File: src/sv/ttb_pkg.sv
// Shared types and constants of the triangle tangent and bitangent block.
`default_nettype none
package ttb_pkg;

    localparam int unsigned CoordW    = 32;
    localparam int unsigned NormW     = 16;
    localparam int unsigned OutW      = 16;
    localparam int unsigned DeltaW    = CoordW + 1;
    localparam int unsigned FifoDepth = 2;

    typedef logic signed [CoordW-1:0] coord_t;
    typedef logic signed [NormW-1:0]  norm_t;
    typedef logic signed [OutW-1:0]   outv_t;
    typedef logic signed [DeltaW-1:0] delta_t;

    typedef struct packed {
        coord_t pos_x;
        coord_t pos_y;
        coord_t pos_z;
        coord_t tex_u;
        coord_t tex_v;
        norm_t  norm_x;
        norm_t  norm_y;
        norm_t  norm_z;
    } vertex_t;

    typedef struct packed {
        outv_t tangent_x;
        outv_t tangent_y;
        outv_t tangent_z;
        outv_t bitangent_x;
        outv_t bitangent_y;
        outv_t bitangent_z;
        logic  degenerate;
    } result_t;

    typedef struct packed {
        delta_t [2:0] e1;
        delta_t [2:0] e2;
        delta_t       d1u;
        delta_t       d1v;
        delta_t       d2u;
        delta_t       d2v;
        norm_t  [2:0] n;
    } job_t;

endpackage
`default_nettype wire

File: src/sv/ttb_fifo.sv
// Short job queue between the vertex intake and the vector sequencer.
`default_nettype none
module ttb_fifo #(
    parameter int unsigned DEPTH = ttb_pkg::FifoDepth
) (
    input  wire logic           clk,
    input  wire logic           rst_n,
    input  wire ttb_pkg::job_t  push_job,
    input  wire logic           push_valid,
    output logic                push_ready,
    output ttb_pkg::job_t       pop_job,
    output logic                pop_valid,
    input  wire logic           pop_ready
);

    localparam int unsigned PtrW = $clog2(DEPTH);
    localparam int unsigned CntW = $clog2(DEPTH + 1);

    ttb_pkg::job_t mem [DEPTH];
    logic [PtrW-1:0] wptr_reg;
    logic [PtrW-1:0] rptr_reg;
    logic [CntW-1:0] count_reg;
    logic            do_push;
    logic            do_pop;

    assign push_ready = count_reg != CntW'(DEPTH);
    assign pop_valid  = count_reg != '0;
    assign pop_job    = mem[rptr_reg];
    assign do_push    = push_valid && push_ready;
    assign do_pop     = pop_valid && pop_ready;

    always_ff @(posedge clk or negedge rst_n)
    begin
        if (!rst_n)
        begin
            wptr_reg  <= '0;
            rptr_reg  <= '0;
            count_reg <= '0;
        end
        else
        begin
            if (do_push)
            begin
                wptr_reg <= (wptr_reg == PtrW'(DEPTH - 1)) ? '0 : wptr_reg + 1'b1;
            end
            if (do_pop)
            begin
                rptr_reg <= (rptr_reg == PtrW'(DEPTH - 1)) ? '0 : rptr_reg + 1'b1;
            end
            if (do_push && !do_pop)
            begin
                count_reg <= count_reg + 1'b1;
            end
            else if (do_pop && !do_push)
            begin
                count_reg <= count_reg - 1'b1;
            end
        end
    end

    always_ff @(posedge clk)
    begin
        if (do_push)
        begin
            mem[wptr_reg] <= push_job;
        end
    end

endmodule
`default_nettype wire

File: config.mk
export PLATFORM = sky130hd
export DESIGN_NAME = ttb_fifo
export DESIGN_NICKNAME = d
export VERILOG_FILES = /design/src/sv/ttb_pkg.sv /design/src/sv/ttb_fifo.sv
export SDC_FILE = /design/constraint.sdc
export NUM_CORES = 1
export LEC_CHECK = 0
export ABC_AREA = 1
export BUFFER_PORTS_ARGS = -buffer_cell sky130_fd_sc_hd__buf_2
export CORE_AREA = 3 3 296 298
export CTS_CLUSTER_SIZE = 16
export DETAILED_ROUTE_END_ITERATION = 8
export DIE_AREA = 0 0 299 301
export GPL_ROUTABILITY_DRIVEN = 0
export GPL_TIMING_DRIVEN = 0
export PLACE_DENSITY = 0.65
export SLEW_MARGIN = 30
export SYNTH_ARGS = -nofsm -noshare
export SYNTH_HDL_FRONTEND = slang
export SYNTH_SLANG_ARGS = --single-unit
File: constraint.sdc
create_clock -name clk -period 24.2 [get_ports clk]
set_clock_uncertainty 0.1 [all_clocks]
set_input_delay 3.63 -clock clk [delete_from_list [all_inputs] [get_ports clk]]
set_output_delay 3.63 -clock clk [all_outputs]
set_load 0.05 [all_outputs]
==> run metrics, run 1 <==
status completed; Synth Warn # 0; Fmax 0.1537 GHz; routed length per instance 18.13 um; top-count cell post-synth nand2_1; area leader, netlist edfxtp_1; HPWL Detailed 56,200 um; drt first-iter violations 1,089; r2r setup slk 20.83 ns; nets 3,270; async set-reset flop share out of synthesis 0.5263%; Via density 4.314; top cells by count, synth nand2_1 (1,144), edfxtp_1 (756), buf_2 (68); post-CTS setup buffers 0; CP Max Fanout 10; Worst Setup EP pop_job[257]; TNS Setup 0 ns; clock sinks 760; port bufs 761; RR Endpoint mem[0][143]; Pwr Density 154.7 nW/um2; cell breakdown of the critical path inv_2 -> buf_2 -> buf_2 -> nand2_1 -> nand2_1 -> buf_2; Post-synth EDFFs 756; Max Cap Viol 0; CP Capture Type output pin; Largest register FFs 756; largest cells by area after synthesis edfxtp_1 (82%), nand2_1 (16%), buf_2 (1.2%), dfrtp_1 (0.36%), buf_4 (0.14%); RSZ-0062 raised after global routing no; share of the synthesized area in the top cell type 82.28%; post-cts resize count 0; Cell variety after synth 14; worst slack, placed 17.62 ns; Post-Place Cells 3,949; hold buffers post-CTS 0; Crit path largest cell delay 0.38 ns; CP startpoint rptr_reg; area of the mapped netlist 27,590 um2; # setup viols final 0; register area share after synthesis 82.64%; worst r2r path cells 13; Initial Utilization 32.40%; CP max-delay cell dfrtp_1; Clk pin slew, worst setup/hold paths 0.06 ns; Setup CP Type flop to output pin; kind of cell adding the most delay to the critical path buffers and inverters; VDD IR max 0.0001009 V; GRT Total Usage 16.03%; most used cell, CP buf_2; number of global-route vias before repair 17,887; IO Pins 762; first-pass GRT wire length 108,300 um; Hold Path Stages 1; syn_nets 2,385; Num CTS Buffers 80; DRC errors left 0; Seq cells post-synth 760; area delta synth->final 32.48%; fin. max-slew vios 0; total gr overflow 0; crit path time final 6.505 ns; Max Buffers Root-to-Sink 3; share of post-route cells with drive strength above 1 33.75%; clk root buf clkbuf_16; Post-synth top flop edfxtp_1; Post-DRT Antenna Nets 0; WP data arrival 2.77 ns; # H-tree levels 3; TritonCTS clock tree yes; CP required 20.47 ns; critical path buffer and inverter count 4; reg2reg start count_reg[0]; final wirelength 74,550 um; site row count 107; chip height 301 um; Worst path depth 6; post-synthesis instance total 2,002; DR vias 17,741; measured slew at the worst slew-check pin 0.6550 ns; Slew HR 56.23%; Clk Latency, worst-skew pair 0.59 ns; largest net degree at the start of global routing 24; Hold Path Class flop to flop; final hold violations 0; Syn Area/Cell 13.78 um2; die width 299 um; DRT Pass-1 Iters 5; leakage 15.60 nW; die area 90,000 um2; Worst setup SP type flop; non-filler cells, final 4,112; initial antenna violation count 32; worst setup margin 17.70 ns; fin crit share 26.88%; core area 85,150 um2
[placed cells by master, fill, tap and decap left out]
master | synthesis | final
nand2_1 | 1144 | 1144
buf_4 | 5 | 5
nor2_4 | 0 | 2
buf_16 | 0 | 40
clkinv_1 | 0 | 17
xnor2_1 | 1 | 1
diode_2 | 0 | 17
inv_2 | 1 | 1
buf_2 | 68 | 829
bufinv_16 | 0 | 5
buf_8 | 0 | 2
nand3_1 | 2 | 2
nand4_1 | 1 | 1
inv_1 | 6 | 6
ha_1 | 1 | 1
clkinvlp_4 | 0 | 4
clkbuf_16 | 0 | 82
edfxtp_1 | 756 | 756
xor2_1 | 1 | 1
clkinv_2 | 0 | 19
dfrtp_1 | 4 | 4
clkinv_4 | 0 | 1
inv_6 | 0 | 1
clkinv_8 | 0 | 3
inv_16 | 0 | 1
clkbuf_1 | 10 | 22
inv_8 | 0 | 1
[cell type report]
cell class,instances,area (um2)
diodes,17,42.54
flip-flops and latches,760,22800
fillers,7742,48590
inverters,7,26.28
clock buffers,94,2097
well taps,1144,1431
plain buffers,83,415.4
repair buffers,803,4940
clock inverters,52,436.7
multi-input cells,1152,4363
[power breakdown]
group	internal (mW)	switching [mW]	total [mW]
Clock	0.677	0.498	1.17
Combinational	0.555	2.08	2.63
Sequential	1.79	0.0582	1.85
Total	3.02	2.63	5.66
[worst min-delay path by stage]
stage                      start      endpoint  slack, ns
floorplan           count_reg[1]  count_reg[1]       0.36
global placement    count_reg[0]  count_reg[0]       0.39
detailed placement  count_reg[1]  count_reg[1]       0.40
CTS                 count_reg[1]  count_reg[1]       0.42
global route        count_reg[0]  count_reg[0]       0.46
finish              count_reg[0]  count_reg[0]       0.42
[stage by stage]
| stage | hold slack [ns] | util [%] | cell area, um2 | total power [mW] |
|---|---|---|---|---|
| after floorplan | 0.3625 | - | 27590 | 3.871 |
| after global placement | 0.3939 | 38.56 | 32830 | 4.727 |
| after detailed placement | 0.3996 | 39.90 | 33980 | 4.544 |
| after CTS | 0.4173 | 42.88 | 36510 | 5.730 |
| after global routing | 0.4584 | 42.91 | 36540 | 5.930 |
| final | 0.4204 | 42.93 | 36550 | 5.657 |
[routing by layer]
metal	vias up	part of all wire, %	global-route usage [%]
met5	-	0.17	0
met4	20	3.1	5.755
met2	695	51	28.59
met3	164	11	6.806
li1	8607	-	-
met1	8255	35	16.84
[logic make-up (layout without fill, tap and decap cells)]
family	count (synthesis)	in the layout	share of synthesized area (%)
xor+xnor	2	2	0.06350
flops	760	760	82.64
simple gates	1149	1149	15.65
other cells	0	17	0
fa+ha+maj	1	1	0.04534
buf+inv	90	1039	1.601
(Power assumes the default switching activity.)
==> run 2: changes to the inputs <==
==> constraint.sdc (replaced) <==
create_clock -name clk -period 6.79 [get_ports clk]
set_clock_uncertainty 0.1 [all_clocks]
set_input_delay 1.0185 -clock clk [delete_from_list [all_inputs] [get_ports clk]]
set_output_delay 1.0185 -clock clk [all_outputs]
set_load 0.05 [all_outputs]
==> run metrics, run 2 (same netlist as run 1, synthesis figures left out) <==
Clk pin slew, worst setup/hold paths 0.06 ns (about the same); chip height 301 um (unchanged); status completed; IO Pins 762 (unchanged); drt first-iter violations 880 (-19%); worst setup margin 2.915 ns (-14.78 ns); total power 20.02 mW (+250%); clock sinks 760 (unchanged); Clock Power Share 20.2% (-0.6 points); Crit path largest cell delay 0.45 ns (+0.07 ns); part of the power in registers 32.9% (+0.2 points); fin. max-slew vios 0 (unchanged); largest net degree at the start of global routing 23 (-4.2%); Via density 4.300 (-0.33%); RSZ-0062 raised after global routing no; # H-tree levels 3 (unchanged); Hold Path Class input port to async pin; measured slew at the worst slew-check pin 0.6134 ns (-0.04152 ns); DRC errors left 0 (unchanged); CP required 5.67 ns (-14.80 ns); GRT Total Usage 15.65% (-0.38 points); crit path time final 3.875 ns; number of global-route vias before repair 17,772 (-0.64%); Fmax 0.2581 GHz; worst slack, placed 3.302 ns (-14.32 ns); most common cell after layout, fill and taps aside nand2_1; fin crit share 57.07%; switching portion of total power 46.77% (+0.22 points); core area 85,150 um2 (unchanged); most used cell, CP buf_2; routed length per instance 17.80 um (-1.8%); Int Power 10.66 mW (+250%); cell breakdown of the critical path inv_2 -> buf_2 -> buf_2 -> nand2_1 -> nand2_1 -> buf_2; WP data arrival 2.76 ns (about the same); Final Cell Area 36,530 um2 (about the same); Max Cap Viol 0 (unchanged); first-pass GRT wire length 106,200 um (-1.9%); final wirelength 73,210 um (-1.8%); DP Area 34,020 um2 (+0.14%); HPWL Detailed 55,410 um (-1.4%); DRT Pass-1 Iters 5 (unchanged); initial antenna violation count 33 (+3.1%); Worst setup SP type flop; commonest cells after routing, fill and taps aside nand2_1 (1,143), buf_2 (829), edfxtp_1 (756), clkbuf_16 (79), buf_16 (40); die area 90,000 um2 (unchanged); nets 3,271 (+0.031%); Slew HR 59.01% (+2.8 points); DR vias 17,686 (-0.31%); area delta synth->final 32.41% (about the same); CP Capture Type output pin; hold buffers post-CTS 0 (unchanged); port bufs 761 (unchanged); post-cts resize count 0 (unchanged); CP max-delay cell buf_2; fillers 7,740 (-0.026%); Post-DRT Antenna Nets 0 (unchanged); die width 299 um (unchanged); VDD IR max 0.0003575 V (+250%); share of post-route cells with drive strength above 1 33.66% (-0.090 points); # setup viols final 0 (unchanged); Post-Place Cells 3,951 (+0.051%); non-filler cells, final 4,113 (+0.024%); Pwr Density 548.0 nW/um2 (+250%); post-CTS setup buffers 0 (unchanged); Num CTS Buffers 79 (-1.3%); Setup CP Type flop to output pin; Initial Utilization 32.40% (unchanged); Max Buffers Root-to-Sink 3 (unchanged); leakage 15.56 nW (-0.23%); Gate power share 46.8% (+0.3 points); total gr overflow 0 (unchanged); clk root buf clkbuf_16; Psw 9.365 mW (+260%); Clk Latency, worst-skew pair 0.60 ns (about the same); final hold violations 0 (unchanged); Largest register FFs 756 (unchanged); TritonCTS clock tree yes; CP Max Fanout 10 (unchanged); site row count 107 (unchanged)
[run 2: critical path, delay by kind of cell, from the launching register on]
kind / cells / cell delay (ns)
buf+inv: 4 / 1.43
flops: 1 / 0.38
simple gates: 2 / 0.31
[run 2: final timing paths]
kind	start	to	slack, ns	cells after the start
max	rptr_reg	pop_job[258]	2.92	6
min	rst_n	count_reg[0]	0.11	1
max reg2reg	count_reg[0]	mem[1][282]	4.03	11
min reg2reg	count_reg[1]	count_reg[1]	0.40	2
max in group asynchronous	rst_n	count_reg[1]	6.36	1
min in group clk	count_reg[1]	count_reg[1]	0.40	2
[run 2: layout make-up]
type,count,area [um2],share of cell area (%)
sequential,760,22800,62.41
timing repair buffer,805,4970,13.60
multi-input combinational,1152,4379,11.99
clock buffer,93,2029,5.555
tap,1144,1431,3.918
clock inverter,47,425.4,1.164
buffer,83,415.4,1.137
antenna,22,55.05,0.1507
inverter,7,26.28,0.07192
[run 2: routing by layer]
metal | part of all wire, % | track usage, % | wire length [um]
met1 | 35 | 16.37 | 25590
met2 | 51 | 27.94 | 37530
met3 | 10 | 6.424 | 7360
met4 | 3.5 | 6.116 | 2550
met5 | 0.24 | 0 | 177
[run 2: power groups by stage]
stage	Clock (mW)	Combinational (mW)	Sequential (mW)
CTS	4.17	9.52	6.60
floorplan	0	6.36	6.90
finish	4.05	9.38	6.59
global placement	0	8.93	7.08
detailed placement	0	9.50	6.69
global route	4.35	9.95	6.67
[run 2: through the flow]
stage | setup TNS [ns] | hold WS, ns | utilization [%]
floorplan | -357.52 | 0.3625 | -
global placement | -2899.77 | 0.3889 | 38.60
detailed placement | 0 | 0.3900 | 39.96
CTS | 0 | 0.06163 | 42.84
global route | 0 | 0.07809 | 42.88
finish | 0 | 0.1138 | 42.91
